## src/rtl/core/assert_macros.svh

```systemverilog
// Assertion macros shared by the gait scheduler RTL.
`ifndef ASSERT_MACROS_SVH
`define ASSERT_MACROS_SVH
`ifndef NO_ASSERTIONS
// Same-cycle implication, disabled during reset.
`define ASSERT_IMPLY(label, clk, rst, ante, cons) \
  label: assert property (@(posedge clk) disable iff (rst) (ante) |-> (cons)) \
    else $error("assertion failed");
// Next-cycle implication, disabled during reset.
`define ASSERT_NEXT(label, clk, rst, ante, cons) \
  label: assert property (@(posedge clk) disable iff (rst) (ante) |=> (cons)) \
    else $error("assertion failed");
`else
`define ASSERT_IMPLY(label, clk, rst, ante, cons)
`define ASSERT_NEXT(label, clk, rst, ante, cons)
`endif
`endif

```

## src/rtl/core/odgs_pkg.sv

```systemverilog
// Shared types, widths, codes and helpers of the gait scheduler.
`timescale 1ns / 1ps
`default_nettype none
package odgs_pkg;

  // Field and register widths
  localparam int TICK_W     = 32;
  localparam int SEG_CFG_W  = 5;
  localparam int TPS_W      = 10;
  localparam int OFF_W      = 4;
  localparam int DUR_W      = 5;
  localparam int PER_W      = TPS_W + SEG_CFG_W;
  localparam int Q_FRAC     = 16;
  localparam int Q_W        = Q_FRAC + 1;
  localparam int ROW_W      = 4;
  localparam int CFG_IDX_W  = 3;
  localparam int CFG_DATA_W = 10;

  localparam logic [Q_W-1:0] Q_ONE = Q_W'(1) << Q_FRAC;

  // Divider: quotient bits resolved per cycle
  localparam int DIV_BITS   = 4;
  localparam int DIV_CYCLES = TICK_W / DIV_BITS;

  localparam int MAX_SEGMENTS_DEF = 16;

  // Register reset values
  localparam logic [SEG_CFG_W-1:0] SEGMENTS_RST = 5'd10;
  localparam logic [TPS_W-1:0]     TPS_RST      = 10'd30;
  localparam logic [OFF_W-1:0]     OFF0_RST     = 4'd0;
  localparam logic [OFF_W-1:0]     OFF1_RST     = 4'd5;
  localparam logic [DUR_W-1:0]     DUR0_RST     = 5'd5;
  localparam logic [DUR_W-1:0]     DUR1_RST     = 5'd5;

  // Register indexes
  localparam logic [CFG_IDX_W-1:0] CFG_SEGMENTS = 3'd0;
  localparam logic [CFG_IDX_W-1:0] CFG_TPS      = 3'd1;
  localparam logic [CFG_IDX_W-1:0] CFG_OFF0     = 3'd2;
  localparam logic [CFG_IDX_W-1:0] CFG_OFF1     = 3'd3;
  localparam logic [CFG_IDX_W-1:0] CFG_DUR0     = 3'd4;
  localparam logic [CFG_IDX_W-1:0] CFG_DUR1     = 3'd5;

  typedef enum logic [2:0] {
    MUL_PERIOD,
    MUL_ST0,
    MUL_ST1,
    MUL_D0,
    MUL_D1
  } mul_sel_t;

  typedef enum logic [1:0] {
    DIV_POS,
    DIV_SEG,
    DIV_WIN
  } div_op_t;

  typedef enum logic [1:0] {
    WIN_ST0,
    WIN_ST1,
    WIN_SW0,
    WIN_SW1
  } win_sel_t;

  typedef struct packed {
    logic     load_item;
    logic     mul_en;
    mul_sel_t mul_sel;
    logic     sw_en;
    logic     div_start;
    logic     div_store;
    div_op_t  div_op;
    win_sel_t win_sel;
    logic     row_init;
    logic     row_load;
  } cmd_t;

  typedef struct packed {
    logic div_done;
    logic row_last;
    logic out_free;
  } status_t;

  // Remainder of a 4-bit offset by a segment count, restoring, one bit a step
  function automatic logic [SEG_CFG_W-1:0] mod_small(input logic [OFF_W-1:0] a,
                                                     input logic [SEG_CFG_W-1:0] b);
    logic [SEG_CFG_W:0] r;
    r = '0;
    for (int k = OFF_W - 1; k >= 0; k--) begin
      r = {r[SEG_CFG_W-1:0], a[k]};
      if (r >= {1'b0, b}) begin
        r = r - {1'b0, b};
      end
    end
    return r[SEG_CFG_W-1:0];
  endfunction

endpackage
`default_nettype wire

```

## src/rtl/core/odgs_div.sv

```systemverilog
// Iterative restoring divider, several quotient bits per cycle.
`timescale 1ns / 1ps
`default_nettype none
module odgs_div (
  input  logic                      clk,
  input  logic                      rst,
  input  logic                      start,
  input  logic [odgs_pkg::TICK_W-1:0] dividend,
  input  logic [odgs_pkg::PER_W-1:0]  divisor,
  output logic                      done,
  output logic [odgs_pkg::TICK_W-1:0] quot,
  output logic [odgs_pkg::PER_W-1:0]  rem
);
  import odgs_pkg::*;

  localparam int CNT_W = $clog2(DIV_CYCLES);

  logic             busy;
  logic [CNT_W-1:0] cnt;
  logic [PER_W-1:0] dvs;
  logic [TICK_W-1:0] q_step;
  logic [PER_W-1:0]  r_step;

  // Resolve DIV_BITS quotient bits
  always_comb begin
    logic [PER_W:0] sh;
    sh = '0;
    q_step = quot;
    r_step = rem;
    for (int k = 0; k < DIV_BITS; k++) begin
      sh = {r_step, q_step[TICK_W-1]};
      q_step = {q_step[TICK_W-2:0], 1'b0};
      if (sh >= {1'b0, dvs}) begin
        sh = sh - {1'b0, dvs};
        q_step[0] = 1'b1;
      end
      r_step = sh[PER_W-1:0];
    end
  end

  // Load operands, then shift quotient bits in
  always_ff @(posedge clk) begin
    if (rst) begin
      busy <= 1'b0;
      done <= 1'b0;
      cnt  <= '0;
    end else begin
      done <= 1'b0;
      if (start) begin
        busy <= 1'b1;
        cnt  <= '0;
      end else if (busy) begin
        cnt <= cnt + 1'b1;
        if (cnt == CNT_W'(DIV_CYCLES - 1)) begin
          busy <= 1'b0;
          done <= 1'b1;
        end
      end
    end
  end

  always_ff @(posedge clk) begin
    if (start) begin
      quot <= dividend;
      rem  <= '0;
      dvs  <= divisor;
    end else if (busy) begin
      quot <= q_step;
      rem  <= r_step;
    end
  end

endmodule
`default_nettype wire

```

## src/rtl/core/odgs_datapath.sv

```systemverilog
// Datapath: registers, multiplier, divider, window math and row generation.
`timescale 1ns / 1ps
`default_nettype none
`include "assert_macros.svh"
module odgs_datapath #(
  parameter int MAX_SEGMENTS = odgs_pkg::MAX_SEGMENTS_DEF
) (
  input  logic                          clk,
  input  logic                          rst,
  input  logic                          cfg_valid,
  input  logic [odgs_pkg::CFG_IDX_W-1:0]  cfg_index,
  input  logic [odgs_pkg::CFG_DATA_W-1:0] cfg_data,
  input  logic [odgs_pkg::TICK_W-1:0]     current_tick,
  input  odgs_pkg::cmd_t                cmd,
  output odgs_pkg::status_t             status,
  input  logic                          row_stall,
  output logic                          row_valid,
  output logic [odgs_pkg::ROW_W-1:0]      row_index,
  output logic                          stance_leg0,
  output logic                          stance_leg1,
  output logic                          last_row,
  output logic [odgs_pkg::ROW_W-1:0]      segment_now,
  output logic [odgs_pkg::Q_W-1:0]        stance_progress_leg0,
  output logic [odgs_pkg::Q_W-1:0]        stance_progress_leg1,
  output logic [odgs_pkg::Q_W-1:0]        swing_progress_leg0,
  output logic [odgs_pkg::Q_W-1:0]        swing_progress_leg1
);
  import odgs_pkg::*;

  localparam int SEG_LIM = (1 << SEG_CFG_W) - 1;
  localparam int NMAX    = (MAX_SEGMENTS < SEG_LIM) ? MAX_SEGMENTS : SEG_LIM;
  localparam int CNT_W   = $clog2(NMAX + 1);

  // (a - b) mod n for a, b below n
  function automatic logic [CNT_W-1:0] wrap_sub(input logic [CNT_W-1:0] a,
                                                input logic [CNT_W-1:0] b,
                                                input logic [CNT_W-1:0] n);
    logic [CNT_W:0] s;
    if (a >= b) begin
      s = {1'b0, a} - {1'b0, b};
    end else begin
      s = {1'b0, a} + {1'b0, n} - {1'b0, b};
    end
    return s[CNT_W-1:0];
  endfunction

  // (a + 1) mod n for a below n
  function automatic logic [CNT_W-1:0] wrap_inc(input logic [CNT_W-1:0] a,
                                                input logic [CNT_W-1:0] n);
    logic [CNT_W:0] s;
    s = {1'b0, a} + 1'b1;
    return (s == {1'b0, n}) ? '0 : s[CNT_W-1:0];
  endfunction

  // Configuration registers
  logic [SEG_CFG_W-1:0] cfg_segments;
  logic [TPS_W-1:0]     cfg_tps;
  logic [OFF_W-1:0]     cfg_off0;
  logic [OFF_W-1:0]     cfg_off1;
  logic [DUR_W-1:0]     cfg_dur0;
  logic [DUR_W-1:0]     cfg_dur1;

  // Per-item registers
  logic [TICK_W-1:0] tick_r;
  logic [CNT_W-1:0]  n_r;
  logic [TPS_W-1:0]  t_r;
  logic [CNT_W-1:0]  off0_r;
  logic [CNT_W-1:0]  off1_r;
  logic [CNT_W-1:0]  dur0_r;
  logic [CNT_W-1:0]  dur1_r;
  logic [PER_W-1:0]  period_r;
  logic [PER_W-1:0]  st0_r;
  logic [PER_W-1:0]  st1_r;
  logic [PER_W-1:0]  d0_r;
  logic [PER_W-1:0]  d1_r;
  logic [PER_W-1:0]  sw0_r;
  logic [PER_W-1:0]  sw1_r;
  logic [PER_W-1:0]  pos_r;
  logic [CNT_W-1:0]  seg_r;
  logic [Q_W-1:0]    stp0_r;
  logic [Q_W-1:0]    stp1_r;
  logic [Q_W-1:0]    swp0_r;
  logic [Q_W-1:0]    swp1_r;
  logic              win_skip_r;
  logic [CNT_W-1:0]  row_r;
  logic [CNT_W-1:0]  pr0_r;
  logic [CNT_W-1:0]  pr1_r;

  // Combinational helpers
  logic [CNT_W-1:0]     n_c;
  logic [CNT_W-1:0]     dur0_c;
  logic [CNT_W-1:0]     dur1_c;
  logic [SEG_CFG_W-1:0] mul_a;
  logic [PER_W-1:0]     prod;
  logic [PER_W:0]       sw0_sum;
  logic [PER_W:0]       sw1_sum;
  logic [PER_W-1:0]     win_start;
  logic [PER_W-1:0]     win_len;
  logic [PER_W:0]       win_p;
  logic                 win_skip;
  logic [TICK_W-1:0]    div_dividend;
  logic [PER_W-1:0]     div_divisor;
  logic                 div_done;
  logic [TICK_W-1:0]    div_quot;
  logic [PER_W-1:0]     div_rem;
  logic [Q_W-1:0]       win_val;
  logic [CNT_W-1:0]     seg_next;
  logic                 row_last_c;

  // Write configuration registers
  always_ff @(posedge clk) begin
    if (rst) begin
      cfg_segments <= SEGMENTS_RST;
      cfg_tps      <= TPS_RST;
      cfg_off0     <= OFF0_RST;
      cfg_off1     <= OFF1_RST;
      cfg_dur0     <= DUR0_RST;
      cfg_dur1     <= DUR1_RST;
    end else if (cfg_valid) begin
      case (cfg_index)
        CFG_SEGMENTS: cfg_segments <= cfg_data[SEG_CFG_W-1:0];
        CFG_TPS:      cfg_tps      <= cfg_data[TPS_W-1:0];
        CFG_OFF0:     cfg_off0     <= cfg_data[OFF_W-1:0];
        CFG_OFF1:     cfg_off1     <= cfg_data[OFF_W-1:0];
        CFG_DUR0:     cfg_dur0     <= cfg_data[DUR_W-1:0];
        CFG_DUR1:     cfg_dur1     <= cfg_data[DUR_W-1:0];
        default: ;
      endcase
    end
  end

  // Clamp segment count and durations
  always_comb begin
    if (cfg_segments == '0) begin
      n_c = CNT_W'(1);
    end else if (cfg_segments > SEG_CFG_W'(NMAX)) begin
      n_c = CNT_W'(NMAX);
    end else begin
      n_c = CNT_W'(cfg_segments);
    end
    dur0_c = (cfg_dur0 > DUR_W'(n_c)) ? n_c : CNT_W'(cfg_dur0);
    dur1_c = (cfg_dur1 > DUR_W'(n_c)) ? n_c : CNT_W'(cfg_dur1);
  end

  // Shared segment-count by ticks multiplier
  always_comb begin
    case (cmd.mul_sel)
      MUL_PERIOD: mul_a = SEG_CFG_W'(n_r);
      MUL_ST0:    mul_a = SEG_CFG_W'(off0_r);
      MUL_ST1:    mul_a = SEG_CFG_W'(off1_r);
      MUL_D0:     mul_a = SEG_CFG_W'(dur0_r);
      MUL_D1:     mul_a = SEG_CFG_W'(dur1_r);
      default:    mul_a = '0;
    endcase
  end
  assign prod = PER_W'(mul_a) * PER_W'(t_r);

  // Swing starts, wrapped past the period
  assign sw0_sum = {1'b0, st0_r} + {1'b0, d0_r};
  assign sw1_sum = {1'b0, st1_r} + {1'b0, d1_r};

  // Window position relative to its start
  always_comb begin
    case (cmd.win_sel)
      WIN_ST0: begin
        win_start = st0_r;
        win_len   = d0_r;
      end
      WIN_ST1: begin
        win_start = st1_r;
        win_len   = d1_r;
      end
      WIN_SW0: begin
        win_start = sw0_r;
        win_len   = period_r - d0_r;
      end
      WIN_SW1: begin
        win_start = sw1_r;
        win_len   = period_r - d1_r;
      end
      default: begin
        win_start = '0;
        win_len   = '0;
      end
    endcase
    if (pos_r >= win_start) begin
      win_p = {1'b0, pos_r} - {1'b0, win_start};
    end else begin
      win_p = {1'b0, pos_r} + {1'b0, period_r} - {1'b0, win_start};
    end
    win_skip = (win_len == '0) || (win_p > {1'b0, win_len});
  end

  // Divider operands
  always_comb begin
    case (cmd.div_op)
      DIV_POS: begin
        div_dividend = tick_r;
        div_divisor  = period_r;
      end
      DIV_SEG: begin
        div_dividend = TICK_W'(pos_r);
        div_divisor  = PER_W'(t_r);
      end
      DIV_WIN: begin
        div_dividend = TICK_W'({win_p[PER_W-1:0], {Q_FRAC{1'b0}}});
        div_divisor  = win_len;
      end
      default: begin
        div_dividend = '0;
        div_divisor  = '0;
      end
    endcase
  end

  odgs_div u_div (
    .clk      (clk),
    .rst      (rst),
    .start    (cmd.div_start),
    .dividend (div_dividend),
    .divisor  (div_divisor),
    .done     (div_done),
    .quot     (div_quot),
    .rem      (div_rem)
  );

  assign win_val    = win_skip_r ? '0 : Q_W'(div_quot);
  assign seg_next   = wrap_inc(seg_r, n_r);
  assign row_last_c = (row_r == n_r - 1'b1);

  // Latch item, products, divider results and row walkers
  always_ff @(posedge clk) begin
    if (cmd.load_item) begin
      tick_r <= current_tick;
      n_r    <= n_c;
      t_r    <= (cfg_tps == '0) ? TPS_W'(1) : cfg_tps;
      off0_r <= CNT_W'(mod_small(cfg_off0, SEG_CFG_W'(n_c)));
      off1_r <= CNT_W'(mod_small(cfg_off1, SEG_CFG_W'(n_c)));
      dur0_r <= dur0_c;
      dur1_r <= dur1_c;
    end
    if (cmd.mul_en) begin
      case (cmd.mul_sel)
        MUL_PERIOD: period_r <= prod;
        MUL_ST0:    st0_r    <= prod;
        MUL_ST1:    st1_r    <= prod;
        MUL_D0:     d0_r     <= prod;
        MUL_D1:     d1_r     <= prod;
        default: ;
      endcase
    end
    if (cmd.sw_en) begin
      sw0_r <= (sw0_sum > {1'b0, period_r}) ? PER_W'(sw0_sum - {1'b0, period_r})
                                             : PER_W'(sw0_sum);
      sw1_r <= (sw1_sum > {1'b0, period_r}) ? PER_W'(sw1_sum - {1'b0, period_r})
                                             : PER_W'(sw1_sum);
    end
    if (cmd.div_start && cmd.div_op == DIV_WIN) begin
      win_skip_r <= win_skip;
    end
    if (cmd.div_store) begin
      case (cmd.div_op)
        DIV_POS: pos_r <= div_rem;
        DIV_SEG: seg_r <= CNT_W'(div_quot);
        DIV_WIN: begin
          case (cmd.win_sel)
            WIN_ST0: stp0_r <= win_val;
            WIN_ST1: stp1_r <= win_val;
            WIN_SW0: swp0_r <= win_val;
            WIN_SW1: swp1_r <= win_val;
            default: ;
          endcase
        end
        default: ;
      endcase
    end
    if (cmd.row_init) begin
      row_r <= '0;
      pr0_r <= wrap_sub(seg_next, off0_r, n_r);
      pr1_r <= wrap_sub(seg_next, off1_r, n_r);
    end else if (cmd.row_load) begin
      row_r <= row_r + 1'b1;
      pr0_r <= wrap_inc(pr0_r, n_r);
      pr1_r <= wrap_inc(pr1_r, n_r);
    end
  end

  // Output register: hold while stalled, drop after the beat
  always_ff @(posedge clk) begin
    if (rst) begin
      row_valid <= 1'b0;
    end else if (cmd.row_load) begin
      row_valid <= 1'b1;
    end else if (!row_stall) begin
      row_valid <= 1'b0;
    end
  end

  always_ff @(posedge clk) begin
    if (cmd.row_load) begin
      row_index            <= ROW_W'(row_r);
      stance_leg0          <= (pr0_r < dur0_r);
      stance_leg1          <= (pr1_r < dur1_r);
      last_row             <= row_last_c;
      segment_now          <= ROW_W'(seg_r);
      stance_progress_leg0 <= stp0_r;
      stance_progress_leg1 <= stp1_r;
      swing_progress_leg0  <= swp0_r;
      swing_progress_leg1  <= swp1_r;
    end
  end

  assign status.div_done = div_done;
  assign status.row_last = row_last_c;
  assign status.out_free = !row_valid || !row_stall;

  `ASSERT_IMPLY(a_no_overwrite, clk, rst, cmd.row_load, !row_valid || !row_stall)
  `ASSERT_IMPLY(a_row_in_range, clk, rst, cmd.row_load, row_r < n_r)
  `ASSERT_IMPLY(a_progress_max, clk, rst, row_valid,
                stance_progress_leg0 <= Q_ONE && swing_progress_leg0 <= Q_ONE)

endmodule
`default_nettype wire

```

## src/rtl/core/odgs_ctrl.sv

```systemverilog
// Controller: sequences multiplies, divisions and row emission per tick.
`timescale 1ns / 1ps
`default_nettype none
`include "assert_macros.svh"
module odgs_ctrl (
  input  logic              clk,
  input  logic              rst,
  input  logic              tick_valid,
  output logic              tick_stall,
  input  odgs_pkg::status_t status,
  output odgs_pkg::cmd_t    cmd
);
  import odgs_pkg::*;

  typedef enum logic [3:0] {
    S_IDLE,
    S_MUL,
    S_POS,
    S_POS_W,
    S_SEG,
    S_SEG_W,
    S_WIN,
    S_WIN_W,
    S_EMIT
  } state_t;

  state_t   state;
  mul_sel_t mul_sel;
  win_sel_t win_sel;

  assign tick_stall = (state != S_IDLE);

  // Decode commands from state
  always_comb begin
    cmd         = '0;
    cmd.mul_sel = mul_sel;
    cmd.win_sel = win_sel;
    cmd.div_op  = DIV_POS;
    case (state)
      S_IDLE:  cmd.load_item = tick_valid;
      S_MUL:   cmd.mul_en = 1'b1;
      S_POS: begin
        cmd.sw_en     = 1'b1;
        cmd.div_start = 1'b1;
      end
      S_POS_W: cmd.div_store = status.div_done;
      S_SEG: begin
        cmd.div_op    = DIV_SEG;
        cmd.div_start = 1'b1;
      end
      S_SEG_W: begin
        cmd.div_op    = DIV_SEG;
        cmd.div_store = status.div_done;
      end
      S_WIN: begin
        cmd.div_op    = DIV_WIN;
        cmd.div_start = 1'b1;
        cmd.row_init  = 1'b1;
      end
      S_WIN_W: begin
        cmd.div_op    = DIV_WIN;
        cmd.div_store = status.div_done;
      end
      S_EMIT:  cmd.row_load = status.out_free;
      default: ;
    endcase
  end

  // Advance the sequence
  always_ff @(posedge clk) begin
    if (rst) begin
      state   <= S_IDLE;
      mul_sel <= MUL_PERIOD;
      win_sel <= WIN_ST0;
    end else begin
      case (state)
        S_IDLE: begin
          if (tick_valid) begin
            state   <= S_MUL;
            mul_sel <= MUL_PERIOD;
          end
        end
        S_MUL: begin
          case (mul_sel)
            MUL_PERIOD: mul_sel <= MUL_ST0;
            MUL_ST0:    mul_sel <= MUL_ST1;
            MUL_ST1:    mul_sel <= MUL_D0;
            MUL_D0:     mul_sel <= MUL_D1;
            default:    state   <= S_POS;
          endcase
        end
        S_POS:   state <= S_POS_W;
        S_POS_W: if (status.div_done) state <= S_SEG;
        S_SEG:   state <= S_SEG_W;
        S_SEG_W: begin
          if (status.div_done) begin
            state   <= S_WIN;
            win_sel <= WIN_ST0;
          end
        end
        S_WIN:   state <= S_WIN_W;
        S_WIN_W: begin
          if (status.div_done) begin
            case (win_sel)
              WIN_ST0: win_sel <= WIN_ST1;
              WIN_ST1: win_sel <= WIN_SW0;
              WIN_SW0: win_sel <= WIN_SW1;
              default: win_sel <= WIN_ST0;
            endcase
            state <= (win_sel == WIN_SW1) ? S_EMIT : S_WIN;
          end
        end
        S_EMIT: begin
          if (status.out_free && status.row_last) begin
            state <= S_IDLE;
          end
        end
        default: state <= S_IDLE;
      endcase
    end
  end

  `ASSERT_NEXT(a_busy_after_accept, clk, rst, cmd.load_item, tick_stall)
  `ASSERT_IMPLY(a_done_when_waiting, clk, rst, status.div_done,
                state == S_POS_W || state == S_SEG_W || state == S_WIN_W)

endmodule
`default_nettype wire

```

## src/rtl/core/offset_duration_gait_scheduler.sv

```systemverilog
// Top level of the two-leg offset/duration gait scheduler.
//
// Tick channel: current_tick with tick_valid/tick_stall; a beat moves when
// valid is high and stall is low. Row channel: one beat per horizon row with
// row_valid/row_stall, N rows per tick (N = clamped segment count), the last
// flagged by last_row. Progress fields and segment_now repeat on every row.
// Config channel: cfg_valid/cfg_ready with cfg_index and cfg_data; always
// ready, write only while the block is idle.
// Sequence: after a tick is accepted, the multiplies (period, stance starts,
// durations) and six divisions on one shared divider (4 quotient bits a cycle)
// precede the rows, and one row leaves per cycle when unstalled.
// The block takes the next tick once the last row sits in the output register.
// A stalled row holds in the output register and row generation pauses.
// Reset (rst, synchronous) clears the sequencer and the output valid and
// loads the register defaults.
`timescale 1ns / 1ps
`default_nettype none
module offset_duration_gait_scheduler #(
  parameter int MAX_SEGMENTS = odgs_pkg::MAX_SEGMENTS_DEF
) (
  input  logic                            clk,
  input  logic                            rst,
  input  logic                            tick_valid,
  output logic                            tick_stall,
  input  logic [odgs_pkg::TICK_W-1:0]     current_tick,
  output logic                            row_valid,
  input  logic                            row_stall,
  output logic [odgs_pkg::ROW_W-1:0]      row_index,
  output logic                            stance_leg0,
  output logic                            stance_leg1,
  output logic                            last_row,
  output logic [odgs_pkg::ROW_W-1:0]      segment_now,
  output logic [odgs_pkg::Q_W-1:0]        stance_progress_leg0,
  output logic [odgs_pkg::Q_W-1:0]        stance_progress_leg1,
  output logic [odgs_pkg::Q_W-1:0]        swing_progress_leg0,
  output logic [odgs_pkg::Q_W-1:0]        swing_progress_leg1,
  input  logic                            cfg_valid,
  output logic                            cfg_ready,
  input  logic [odgs_pkg::CFG_IDX_W-1:0]  cfg_index,
  input  logic [odgs_pkg::CFG_DATA_W-1:0] cfg_data
);
  import odgs_pkg::*;

  cmd_t    cmd;
  status_t status;

  // Registers take a write on any cycle
  assign cfg_ready = 1'b1;

  odgs_ctrl u_ctrl (
    .clk        (clk),
    .rst        (rst),
    .tick_valid (tick_valid),
    .tick_stall (tick_stall),
    .status     (status),
    .cmd        (cmd)
  );

  odgs_datapath #(
    .MAX_SEGMENTS (MAX_SEGMENTS)
  ) u_datapath (
    .clk                  (clk),
    .rst                  (rst),
    .cfg_valid            (cfg_valid && cfg_ready),
    .cfg_index            (cfg_index),
    .cfg_data             (cfg_data),
    .current_tick         (current_tick),
    .cmd                  (cmd),
    .status               (status),
    .row_stall            (row_stall),
    .row_valid            (row_valid),
    .row_index            (row_index),
    .stance_leg0          (stance_leg0),
    .stance_leg1          (stance_leg1),
    .last_row             (last_row),
    .segment_now          (segment_now),
    .stance_progress_leg0 (stance_progress_leg0),
    .stance_progress_leg1 (stance_progress_leg1),
    .swing_progress_leg0  (swing_progress_leg0),
    .swing_progress_leg1  (swing_progress_leg1)
  );

endmodule
`default_nettype wire
```

## config.mk

```make
export PLATFORM = sky130hd
export DESIGN_NAME = offset_duration_gait_scheduler
export DESIGN_NICKNAME = d
export VERILOG_FILES = /design/src/rtl/core/odgs_pkg.sv /design/src/rtl/core/odgs_div.sv /design/src/rtl/core/odgs_datapath.sv /design/src/rtl/core/odgs_ctrl.sv /design/src/rtl/core/offset_duration_gait_scheduler.sv
export VERILOG_INCLUDE_DIRS = /design/src /design/src/rtl/core
export SDC_FILE = /design/constraint.sdc
export NUM_CORES = 1
export LEC_CHECK = 0
export BUFFER_PORTS_ARGS = -buffer_cell sky130_fd_sc_hd__buf_2
export CAP_MARGIN = 25
export CORE_MARGIN = 2
export CORE_UTILIZATION = 55
export DETAILED_ROUTE_END_ITERATION = 7
export PLACE_DENSITY = 0.72
export RECOVER_POWER = 50
export SLEW_MARGIN = 25
export SYNTH_ARGS = -nofsm -noshare
export SYNTH_HDL_FRONTEND = slang
export SYNTH_SLANG_ARGS = --single-unit
```

## constraint.sdc

```tcl
create_clock -name clk -period 20.8 [get_ports clk]
set_input_delay 4.16 -clock clk [delete_from_list [all_inputs] [get_ports clk]]
set_output_delay 4.16 -clock clk [all_outputs]
set_load 0.05 [all_outputs]
```

# After elaboration in Yosys (flattened, before gate mapping)
# Cells that the tools add are included.
# word_totals
regBits	465
input_bits	50
out_inout_bits	82
wordCells	262
# classes
muxes	75
n_eq_ne	35
mul	1
magnitude_cmp	23
n_reduce_logical	46
n_addsub	32
bitwise_logic	1
# op_table
operator	count
$mux W5	27
$pmux W15 S4	2
$sub A15 B15 Y15	8
$pmux W32 S3	1
$mux W15	6
$ge A16 B15 Y1	4
$mux W32	2
$sub A5 B5 Y5	10
$add A15 B15 Y16	3
$gt A16 B15 Y1	3
$pmux W15 S3	1
$ge A6 B5 Y1	6
$pmux W4 S9	1
$mux W4	7
$reduce_and A2 Y1	13
$pmux W5 S5	1
$add A5 B1 Y6 const B	3
$eq A6 B5 Y1	3
$reduce_and A3 Y1	6
$mux W1	17
$mux W17	1
$eq A4 B3 Y1 const B	4
$mux W16	1
$sub A15 B15 Y16	1
47 further kinds	82

# Logic depth before layout (Yosys ltp)
# Gate-level depths: netlist of the first run.
# depth
ltp_word	14
mapped_depth	49
mapped_depth_nobuf	45

# Hierarchy
# From an unflattened synthesis of the first run, not the netlist that was laid out.
# hier_totals
cells_unflattened	2928
hier_area_um2	31791.7
# modules_own_cells
module	seq_area_each_um2	cells_each	area_each_um2	n_inst
odgs_datapath	11290.8	2199	25041.5	1
odgs_div	1811.7	651	6070.8	1
odgs_ctrl	180.2	76	668.1	1
offset_duration_gait_scheduler	0.0	2	11.3	1

# Worst setup path after synthesis of the first run
# OpenSTA, ideal clock, no wires.
# synth_timing
kind	input -> register
start	in row_stall
end	reg u_datapath.pr0_r[0] (enable)
setup_ps	348
arrival_time_ps	8863
slack_ps	11589
required_time_ps	20452
cell_stages	2
path_buffers	0
path_cell_list	a21oi_1 > nand2b_1
# synth_between
elab_chain_len	4
# synth_lines
element	line	rtl
start: declaration	offset_duration_gait_scheduler.sv:27	input logic row_stall,
$logic_not A1 Y1	n/a	
$logic_or A1 B1 Y1	odgs_datapath.sv:315	assign status.out_free = !row_valid || !row_stall;
$mux W1	odgs_ctrl.sv:39	case (state)
$reduce_bool A2 Y1 (no line)	n/a	
end signal: assignment	odgs_datapath.sv:279	pr0_r <= wrap_sub(seg_next, off0_r, n_r);
end signal: assignment	odgs_datapath.sv:283	pr0_r <= wrap_inc(pr0_r, n_r);
end: declaration	odgs_datapath.sv:86	logic [CNT_W-1:0] pr0_r;
# Every way passes these cells.
# A chain may end at the register's enable or synchronous reset.

# Final worst setup path of the first run
# layout_timing
start	reg u_datapath.u_div.dvs[1]
end	reg u_datapath.u_div.rem[1] in the netlist's numbering
# layout_between
elab_chain_len	8
elab_cells_between_ends	12
classes_between	4 x add/sub; 4 x order compare; 4 x mux
# layout_lines
element	line	rtl
start: declaration	odgs_div.sv:20	logic [PER_W-1:0] dvs;
start signal: assignment	odgs_div.sv:66	dvs <= divisor;
$sub A15 B15 Y15 or $ge A16 B15 Y1 (tied branches)	odgs_div.sv:34, odgs_div.sv:33	
$mux W15	odgs_div.sv:33	if (sh >= {1'b0, dvs}) begin
$sub A15 B15 Y15 or $ge A16 B15 Y1 (tied branches)	odgs_div.sv:34, odgs_div.sv:33	
$mux W15	odgs_div.sv:33	
$ge A16 B15 Y1 or $sub A15 B15 Y15 (tied branches)	odgs_div.sv:33, odgs_div.sv:34	
$mux W15	odgs_div.sv:33	
$sub A15 B15 Y15 or $ge A16 B15 Y1 (tied branches)	odgs_div.sv:34, odgs_div.sv:33	
$mux W15 (*)	odgs_div.sv:33	
end signal: assignment	odgs_div.sv:69	rem <= r_step;
end: declaration	odgs_div.sv:12	output logic [odgs_pkg::PER_W-1:0] rem
# Mark *: on every way between the ends. The rest lies on a longest branch, timed or not.

==> impl_metrics.py, run 1 <==
metrics = {
    "logic_synthesis": {
        "synth_top_cells_by_area": "edfxtp_1 (39%), ha_1 (12%), dfxtp_1 (4.5%)",
        "synth_cell_types": 79,
        "synth_warnings": 0,
        "syn-mean-instance-area_sq_um": 10.5,
        "synth-edff-count": 397,
        "synth_top_area_cell": "edfxtp_1",
        "syn_nets": 3284,
        "synthArstFlopShare": 0,
        "yosys_most_used_dff": "edfxtp_1",
        "syn_area_sq_um": 30300,
        "synth_top_area_frac": 0.394,
        "syn_inst": 2886,
        "yosys_register_bits": 465,
        "yosysSeqAreaShare": 0.439,
    },
    "global_route": {
        "grt_max_degree": 85,
        "grt_pass1_wl_um": 127000,
        "overflow": 0,
        "grt_usage": 0.285,
        "antenna_found_initial": 1,
        "grt_pass1_vias": 23100,
    },
    "die": {
        "dieArea_sq_um": 56900,
        "die_w_um": 239,
        "rows": 85,
        "start_util": 0.559,
        "die_h_um": 239,
        "core_area_sq_um": 54100,
        "ios": 132,
    },
    "critical_path": {
        "startpoint_type": "flop",
        "crit_path_max_incr_delay_ns": 0.73,
        "cp_data_arrival_time_ns": 12.04,
        "worst-path-max-fanout": 25,
        "critPathSlowestCell": "a211o_1",
        "cp.required_ns": 21.33,
        "crit_top_cell": "a21oi_1",
        "critPathKind": "reg -> reg",
        "crit_path_end_kind": "flop",
    },
    "clock_network": {
        "cts.sinks": 465,
        "cts-root-buf": "clkbuf_16",
        "clk_latency_ns": 0.65,
        "cts_max_path_buffers": 3,
        "cts_tree": "done",
        "htree_levels": 2,
        "post_cts_buffers": 0,
        "cts_buffers": 51,
        "clk_pin_slew_worst_paths_ns": 0.06,
        "cts_hold_buf": 0,
        "ctsResizeCount": 0,
    },
    "routing": {
        "drc": 0,
        "routed_wirelength_um": 81000,
        "dr.pass1.iters": 6,
        "vias_per_cell": 6.10,
        "postRouteAntennaNets": 0,
        "post_drt_wl_per_cell_um": 21.6,
        "vias": 22900,
        "drt-initial-drc-count": 1993,
    },
    "flow_run": {
        "cap_violations": 5,
    },
    "place": {
        "io_buffers": 130,
        "gp_congestion": 0.979,
        "dp_hpwl_um": 62900,
    },
    "timing": {
        "max_slew.worst_pin.slew_ns": 2.64,
        "finalClockSkew_ns": 0.0754,
        "drv_slew": 176,
        "period_share": 0.553,
        "fmax_mhz": 86.9,
        "hold_viol": 0,
        "final.min_clock_period_ns": 11.51,
        "relSlewSlack": -0.762,
        "setup_viol": 0,
        "rsz0062_at_grt": "false",
        "tns_ns": 0,
    },
    "cells_and_area": {
        "syn_to_final_growth_pct": 10.5,
        "nets": 3403,
        "layout_commonest_cell": "edfxtp_1",
        "antenna_cells": 0,
        "drive_gt1_frac": 0.0965,
        "layout_common_cells": "edfxtp_1 (397), ha_1 (288), a21oi_1 (243)",
    },
    "status": {
        "status": "finished, violations left",
        "failed_checks": "capacitance limit, slew limit",
    },
    "worst_hold_path": {
        "hold_path.class": "reg -> reg",
    },
}
[per-stage QoR]
step	setup slack, ns	hold slack [ns]	instance area [sq um]	utilization	std cells
after global placement	9.88	0.402	31700	0.585	3645
after CTS	9.49	0.385	33500	0.619	3742
after detailed placement	9.55	0.405	31700	0.585	3646
after global routing	8.52	0.392	33400	0.618	3744
final	9.29	0.388	33400	0.618	3744
after floorplan	11.59	0.400	30300	-	2886
[sequential cells by signal, summed over array words and instances (netlist names), 15 cells and up]
signal,count
u_datapath.stp1_r,17
u_datapath.stance_progress_leg1,17
u_datapath.swp1_r,17
u_datapath.d0_r,15
u_datapath.tick_r,32
u_datapath.d1_r,15
u_datapath.st1_r,15
u_datapath.swing_progress_leg0,17
u_datapath.st0_r,15
u_datapath.sw0_r,15
u_datapath.u_div.rem,15
u_datapath.swp0_r,17
u_datapath.u_div.dvs,15
u_datapath.stp0_r,17
u_datapath.pos_r,15
u_datapath.swing_progress_leg1,17
u_datapath.stance_progress_leg0,17
u_datapath.period_r,15
u_datapath.u_div.quot,32
u_datapath.sw1_r,15
[synthesized netlist by cell type, types with 6 or more instances]
cell type / count
or3_1: 17
a22oi_1: 10
ha_1: 288
a31o_2: 7
a211o_1: 10
clkbuf_1: 85
o21ai_0: 158
a21o_1: 66
nor2_1: 199
inv_1: 203
nor2b_1: 65
nand2_1: 209
edfxtp_1: 397
nor4_1: 13
nand2b_1: 40
xor2_1: 73
nand4_1: 28
a211oi_1: 11
mux2_2: 41
mux2i_1: 73
o31ai_1: 8
a221o_1: 9
o211ai_1: 14
a221oi_1: 19
a31oi_1: 10
a21oi_1: 245
a222oi_1: 14
dfxtp_1: 68
o21a_1: 23
a21boi_0: 10
nand3_1: 40
o22ai_1: 22
nor3_1: 46
o21bai_1: 21
fa_1: 60
and3_1: 39
and2_1: 29
o21ai_1: 11
nand3b_1: 6
xnor2_1: 128
or2_2: 8
[final timing paths]
check             slack [ns]                         startpoint                                             to  cells after the start
setup / recovery        9.29  u_datapath.u_div.dvs[1]$_DFFE_PN_           u_datapath.u_div.rem[1]$_SDFFE_PN0P_                     39
hold / removal          0.39    u_datapath.stp0_r[13]$_DFFE_PP_  u_datapath.stance_progress_leg0[13]$_DFFE_PP_                      0
setup reg to reg        9.29  u_datapath.u_div.dvs[1]$_DFFE_PN_           u_datapath.u_div.rem[1]$_SDFFE_PN0P_                     39
hold reg to reg         0.39    u_datapath.stp0_r[13]$_DFFE_PP_  u_datapath.stance_progress_leg0[13]$_DFFE_PP_                      0
[cells by family after synthesis]
family                     after synthesis  share of synthesized area
AOI/OAI and AO/OA                      710                      0.147
xor gates and xnor gates               201                     0.0581
adders and majority gates              348                      0.159
buffers and inverters                  294                     0.0372
DFF                                    465                      0.439
muxes                                  115                     0.0401
other                                    1                   0.000124
and+or+nand+nor                        752                      0.120
[cell type report]
type | count | area, sq um
multi-input cells | 2127 | 15900
flip-flops and latches | 465 | 13300
well taps | 696 | 871
repair buffers | 157 | 791
clock buffers | 60 | 1370
fillers | 4282 | 20700
clock inverters | 36 | 468
inverters | 203 | 762
[per-layer routing]
metal,global-route usage,up-vias,share of wire
met1,0.378,11100,0.43
met3,0.0329,146,0.060
met4,0.107,0,0.034
li1,-,10800,-
met2,0.481,816,0.48
met5,0,-,0
[worst max-delay path, delay by kind of cell, from the launching register on]
family	cells	cell delay, ns
buffers and inverters	2	0.29
flip-flops	1	0.50
AO/OA/AOI/OAI	23	6.02
adder cells (fa/ha/maj)	4	1.69
AND/OR/NAND/NOR	8	2.07
multiplexers	2	0.80
Power of run 1 is left out: the tool's default activity adds up to more than one toggle a clock period on the data nets, which glitch-free logic cannot reach.
==> inputs of run 2 (changes only) <==
- clock period: 20.8 -> 11.44 ns (I/O delays scaled with it)
==> run 2 against run 1 <==
Compared with the run above: the run still ends with capacitance limit, slew limit left; global-route usage shrank 0.11 points; utilization shrank 0.22 points; first-iteration DRC count shrank 7.4%; non-clock buffer count shrank 1; clock skew shrank 0.021 ns; fmax grew 7.2%.
==> impl_metrics.py, run 2 (synthesized netlist as in run 1, its figures left out) <==
metrics = {
    "place": {
        "dp_hpwl_um": 62700,
        "io_buffers": 130,
        "gp_congestion": 0.958,
        "placed_area_sq_um": 31700,
        "detailedPlace.worstSlack_ns": 0.843,
    },
    "routing": {
        "drc": 0,
        "drt-initial-drc-count": 1846,
        "dr.pass1.iters": 6,
        "routed_wirelength_um": 80800,
        "post_drt_wl_per_cell_um": 21.6,
        "postRouteAntennaNets": 0,
        "vias": 22800,
        "vias_per_cell": 6.10,
    },
    "die": {
        "die_w_um": 239,
        "die_h_um": 239,
        "ios": 132,
        "core_area_sq_um": 54100,
        "start_util": 0.559,
        "rows": 85,
        "dieArea_sq_um": 56900,
    },
    "critical_path": {
        "worst-path-max-fanout": 19,
        "startpoint_type": "flop",
        "worstPathBufferInverterCount": 1,
        "crit_path_end_kind": "flop",
        "cp.required_ns": 11.95,
        "critPathKind": "reg -> reg",
        "critPathTopFamily": "compound AO/OA/AOI/OAI gates",
        "cp_data_arrival_time_ns": 11.24,
        "critPathSlowestCell": "a211o_1",
        "crit_path_max_incr_delay_ns": 0.55,
    },
    "cells_and_area": {
        "layout_commonest_cell": "edfxtp_1",
        "antenna_cells": 0,
        "nets": 3401,
        "largestRegisters": "u_datapath.tick_r (32), u_datapath.u_div.quot (32)",
        "syn_to_final_growth_pct": 10.1,
        "layout_common_cells": "edfxtp_1 (397), ha_1 (288), a21oi_1 (244)",
        "design_area_sq_um": 33300,
        "drive_gt1_frac": 0.0913,
    },
    "clock_network": {
        "cts_max_path_buffers": 3,
        "ctsResizeCount": 0,
        "cts.sinks": 465,
        "post_cts_buffers": 0,
        "htree_levels": 2,
        "cts_hold_buf": 0,
        "clk_latency_ns": 0.63,
        "cts_buffers": 50,
        "clk_pin_slew_worst_paths_ns": 0.06,
        "cts_tree": "done",
        "cts-root-buf": "clkbuf_16",
    },
    "status": {
        "failed_checks": "capacitance limit, slew limit",
        "status": "finished, violations left",
    },
    "timing": {
        "setup_viol": 0,
        "period_share": 0.938,
        "rsz0062_at_grt": "false",
        "final.min_clock_period_ns": 10.74,
        "fmax_mhz": 93.1,
        "finalClockSkew_ns": 0.0547,
        "max_slew.worst_pin.slew_ns": 2.11,
        "hold_viol": 0,
        "tns_ns": 0,
        "timing.hold.ws_ns": 0.405,
        "relSlewSlack": -0.407,
        "drv_slew": 111,
        "fin_ws_ns": 0.704,
    },
    "global_route": {
        "grt_usage": 0.284,
        "gr-usage-met1": 0.379,
        "overflow": 0,
        "busiest_layer": "met2",
        "antenna_found_initial": 1,
        "use_met3": 0.0312,
        "grt_use_met2": 0.484,
        "grt_max_degree": 79,
        "grt_pass1_wl_um": 126000,
        "grt_pass1_vias": 22900,
    },
    "worst_hold_path": {
        "hold_path.class": "reg -> reg",
    },
    "flow_run": {
        "cap_violations": 4,
    },
}
run 2: cell types whose count changed in the layout (fill, tap and decap cells not counted), sizes merged:
cell / delta
clkbuf: +7
clkinvlp: -5
inv: -1
buf: -5
run 2: layout make-up:
type | count | area, sq um
multi-input cells | 2127 | 15900
well taps | 696 | 871
inverters | 203 | 762
clock buffers | 63 | 1320
repair buffers | 156 | 791
clock inverters | 30 | 402
flip-flops and latches | 465 | 13300
fillers | 4348 | 20800
run 2: through the flow:
step	cells	util
after floorplan	2886	-
after global placement	3646	0.585
after detailed placement	3646	0.585
after CTS	3739	0.617
after global routing	3740	0.616
final	3740	0.616
run 2: path summary, 6_finish.rpt:
kind,startpoint,end,slack (ns),cells past startpoint
setup / recovery,u_datapath.u_div.dvs[1]$_DFFE_PN_,u_datapath.u_div.rem[1]$_SDFFE_PN0P_,0.70,38
hold / removal,u_datapath.swp1_r[16]$_DFFE_PP_,u_datapath.swing_progress_leg1[16]$_DFFE_PP_,0.40,0
setup reg to reg,u_datapath.u_div.dvs[1]$_DFFE_PN_,u_datapath.u_div.rem[1]$_SDFFE_PN0P_,0.70,38
hold reg to reg,u_datapath.swp1_r[16]$_DFFE_PP_,u_datapath.swing_progress_leg1[16]$_DFFE_PP_,0.40,0
run 2: routing by layer:
| metal | up-vias | share of wire |
|---|---|---|
| met4 | 0 | 0.032 |
| met1 | 11100 | 0.43 |
| met5 | - | 0 |
| li1 | 10800 | - |
| met3 | 140 | 0.060 |
| met2 | 787 | 0.48 |
Power of run 2 is left out for the same reason.
==> inputs of run 3 (changes only) <==
- ABC_AREA: not set -> 1
==> run 3 against run 2 <==
Compared with the run above: the run still ends with capacitance limit, slew limit left; flip-flop and latch count unchanged; final area increased by 3.7%; utilization down 0.25 points; synthesized cell count grew 23%; hold slack improved by 0.0050 ns; via count grew 12%; critical path depth grew 12.
==> impl_metrics.py, run 3 <==
metrics = {
    "die": {
        "ios": 132,
        "start_util": 0.557,
        "die_h_um": 243,
        "die_w_um": 243,
        "dieArea_sq_um": 59000,
        "core_area_sq_um": 56400,
        "rows": 87,
    },
    "worst_hold_path": {
        "whs_path_depth": 0,
        "hold_end": "u_datapath.stance_progress_leg0[9]$_DFFE_PP_",
        "min_from": "u_datapath.stp0_r[9]$_DFFE_PP_",
        "hold_path.class": "reg -> reg",
    },
    "routing": {
        "drt-initial-drc-count": 2325,
        "dr.pass1.iters": 6,
        "routed.top_layer": "met4",
        "detailroute.wirelength.met2_um": 38400,
        "postRouteAntennaNets": 0,
        "vias": 25500,
        "routed_wirelength_um": 86200,
        "post_drt_wl_per_cell_um": 19.2,
        "wl_met1_um": 38200,
        "wl_met3_um": 6490,
        "drc": 0,
        "vias_per_cell": 5.69,
    },
    "logic_synthesis": {
        "syn_nets": 3942,
        "synth-edff-count": 397,
        "synth_top_cells_by_area": "edfxtp_1 (38%), ha_1 (11%), nand2_1 (9.0%)",
        "yosysSeqAreaShare": 0.423,
        "synth-compound-area-share": 0.122,
        "yosys_register_bits": 465,
        "yosysMostFrequentCell": "nand2_1",
        "synth_top_area_cell": "edfxtp_1",
        "yosys.area_share.adder": 0.153,
        "synth-simple-area-share": 0.177,
        "synth_cell_types": 66,
        "syn_inst": 3544,
        "synthMuxAreaShare": 0.00574,
        "synth_top_family_by_area": "simple AND/OR/NAND/NOR gates",
        "netlist_top_cells_count": "nand2_1 (750), inv_1 (468), edfxtp_1 (397), ha_1 (288), a21oi_1 (278)",
        "syn-mean-instance-area_sq_um": 8.86,
        "syn_area_sq_um": 31400,
        "synth_top_area_frac": 0.380,
        "synthArstFlopShare": 0,
        "synth_warnings": 0,
        "synth_xor_xnor_area_share": 0.0505,
        "yosys_most_used_dff": "edfxtp_1",
    },
    "timing": {
        "relSlewSlack": -0.621,
        "hold_viol": 0,
        "fmax_mhz": 114,
        "drv_slew": 223,
        "finalClockSkew_ns": 0.0271,
        "period_share": 0.769,
        "final.min_clock_period_ns": 8.80,
        "rsz0062_at_grt": "false",
        "max_slew.worst_pin.slew_ns": 2.41,
        "tns_ns": 0,
        "setup_viol": 0,
    },
    "status": {
        "status": "finished, violations left",
        "failed_checks": "capacitance limit, slew limit",
    },
    "clock_network": {
        "cts_tree": "done",
        "htree_levels": 2,
        "cts.sinks": 465,
        "ctsResizeCount": 0,
        "cts-root-buf": "clkbuf_16",
        "cts_max_path_buffers": 3,
        "clk_latency_ns": 0.61,
        "post_cts_buffers": 0,
        "cts_buffers": 49,
        "clk_pin_slew_worst_paths_ns": 0.07,
        "cts_hold_buf": 0,
    },
    "cells_and_area": {
        "fillCellCount": 4880,
        "largestRegisters": "u_datapath.tick_r (32), u_datapath.u_div.quot (32)",
        "drive_gt1_frac": 0.0758,
        "nets": 4076,
        "layout_commonest_cell": "nand2_1",
        "layout_common_cells": "nand2_1 (750), inv_1 (470), edfxtp_1 (397)",
        "syn_to_final_growth_pct": 10.1,
    },
    "global_route": {
        "antenna_found_initial": 0,
        "grt_usage": 0.288,
        "overflow": 0,
        "grt_pass1_wl_um": 133000,
        "grt_max_degree": 54,
        "grt_pass1_vias": 23600,
    },
    "critical_path": {
        "critPathKind": "reg -> reg",
        "crit_path_max_incr_delay_ns": 0.60,
        "cp_data_arrival_time_ns": 9.09,
        "cp.required_ns": 11.73,
        "rr_endpoint": "u_datapath.u_div.quot[0]$_DFFE_PP_",
        "critPathSlowestCell": "a21boi_2",
        "startpoint_type": "flop",
        "reg2reg_from": "u_datapath.u_div.dvs[1]$_DFFE_PN_",
        "worst-path-max-fanout": 30,
        "crit_path_end_kind": "flop",
        "r2r_slack_ns": 2.64,
        "reg2regPathDepth": 50,
        "crit_top_cell": "nand2_1",
    },
    "place": {
        "gp_congestion": 1.01,
        "dp_hpwl_um": 66600,
        "io_buffers": 130,
    },
    "flow_run": {
        "cap_violations": 8,
    },
}
==> run 3: layer usage <==
metal,vias up,GRT usage
li1,12400,-
met1,11900,0.408
met2,1005,0.455
met3,180,0.0395
met4,0,0.103
met5,-,0
==> run 3: area by class of cell <==
| class | count | area, sq um | area share |
|---|---|---|---|
| tap | 756 | 946 | 0.0274 |
| inverter | 484 | 1820 | 0.0526 |
| multi-input combinational | 2526 | 16000 | 0.463 |
| clock buffer | 53 | 1260 | 0.0365 |
| timing repair buffer | 152 | 754 | 0.0218 |
| antenna | 1 | 2.50 | 0.0000724 |
| clock inverter | 39 | 502 | 0.0145 |
| sequential | 465 | 13300 | 0.384 |
==> run 3: cell families after synthesis <==
logic type,Yosys count
AND/OR/NAND/NOR,1298
multiplexers,18
AO/OA/AOI/OAI,680
other,1
adder cells (fa/ha/maj),348
buffers and inverters,553
XOR/XNOR,181
flip-flops,465
==> run 3: worst max-delay path: cells and delay by family (launching register included) <==
kind | cells | cell delay, ns
flops | 1 | 0.50
fa+ha+maj | 4 | 1.49
compound gates | 8 | 1.74
simple gates | 31 | 4.06
buf+inv | 7 | 0.66
==> run 3: worst max-delay path by stage <==
stage	slack, ns	from	end
2_1_floorplan	4.20	u_datapath.u_div.dvs[1]$_DFFE_PN_	u_datapath.u_div.quot[0]$_DFFE_PP_
3_3_place_gp	3.08	u_datapath.u_div.dvs[1]$_DFFE_PN_	u_datapath.u_div.quot[0]$_DFFE_PP_
3_5_place_dp	2.87	u_datapath.u_div.dvs[1]$_DFFE_PN_	u_datapath.u_div.quot[0]$_DFFE_PP_
4_1_cts	2.80	u_datapath.u_div.dvs[1]$_DFFE_PN_	u_datapath.u_div.quot[0]$_DFFE_PP_
5_1_grt	1.79	u_datapath.u_div.dvs[1]$_DFFE_PN_	u_datapath.u_div.quot[0]$_DFFE_PP_
6_report	2.64	u_datapath.u_div.dvs[1]$_DFFE_PN_	u_datapath.u_div.quot[0]$_DFFE_PP_
==> run 3: metrics by stage <==
stage / worst slack, ns / hold WS (ns) / util / std cells / area [sq um]
floorplan: 4.20 / 0.400 / - / 3544 / 31400
global placement: 3.08 / 0.401 / 0.583 / 4381 / 32900
detailed placement: 2.87 / 0.405 / 0.583 / 4382 / 32900
CTS: 2.80 / 0.406 / 0.615 / 4474 / 34700
global route: 1.79 / 0.409 / 0.613 / 4475 / 34600
finish: 2.64 / 0.410 / 0.613 / 4476 / 34600
Power of run 3 is left out for the same reason.
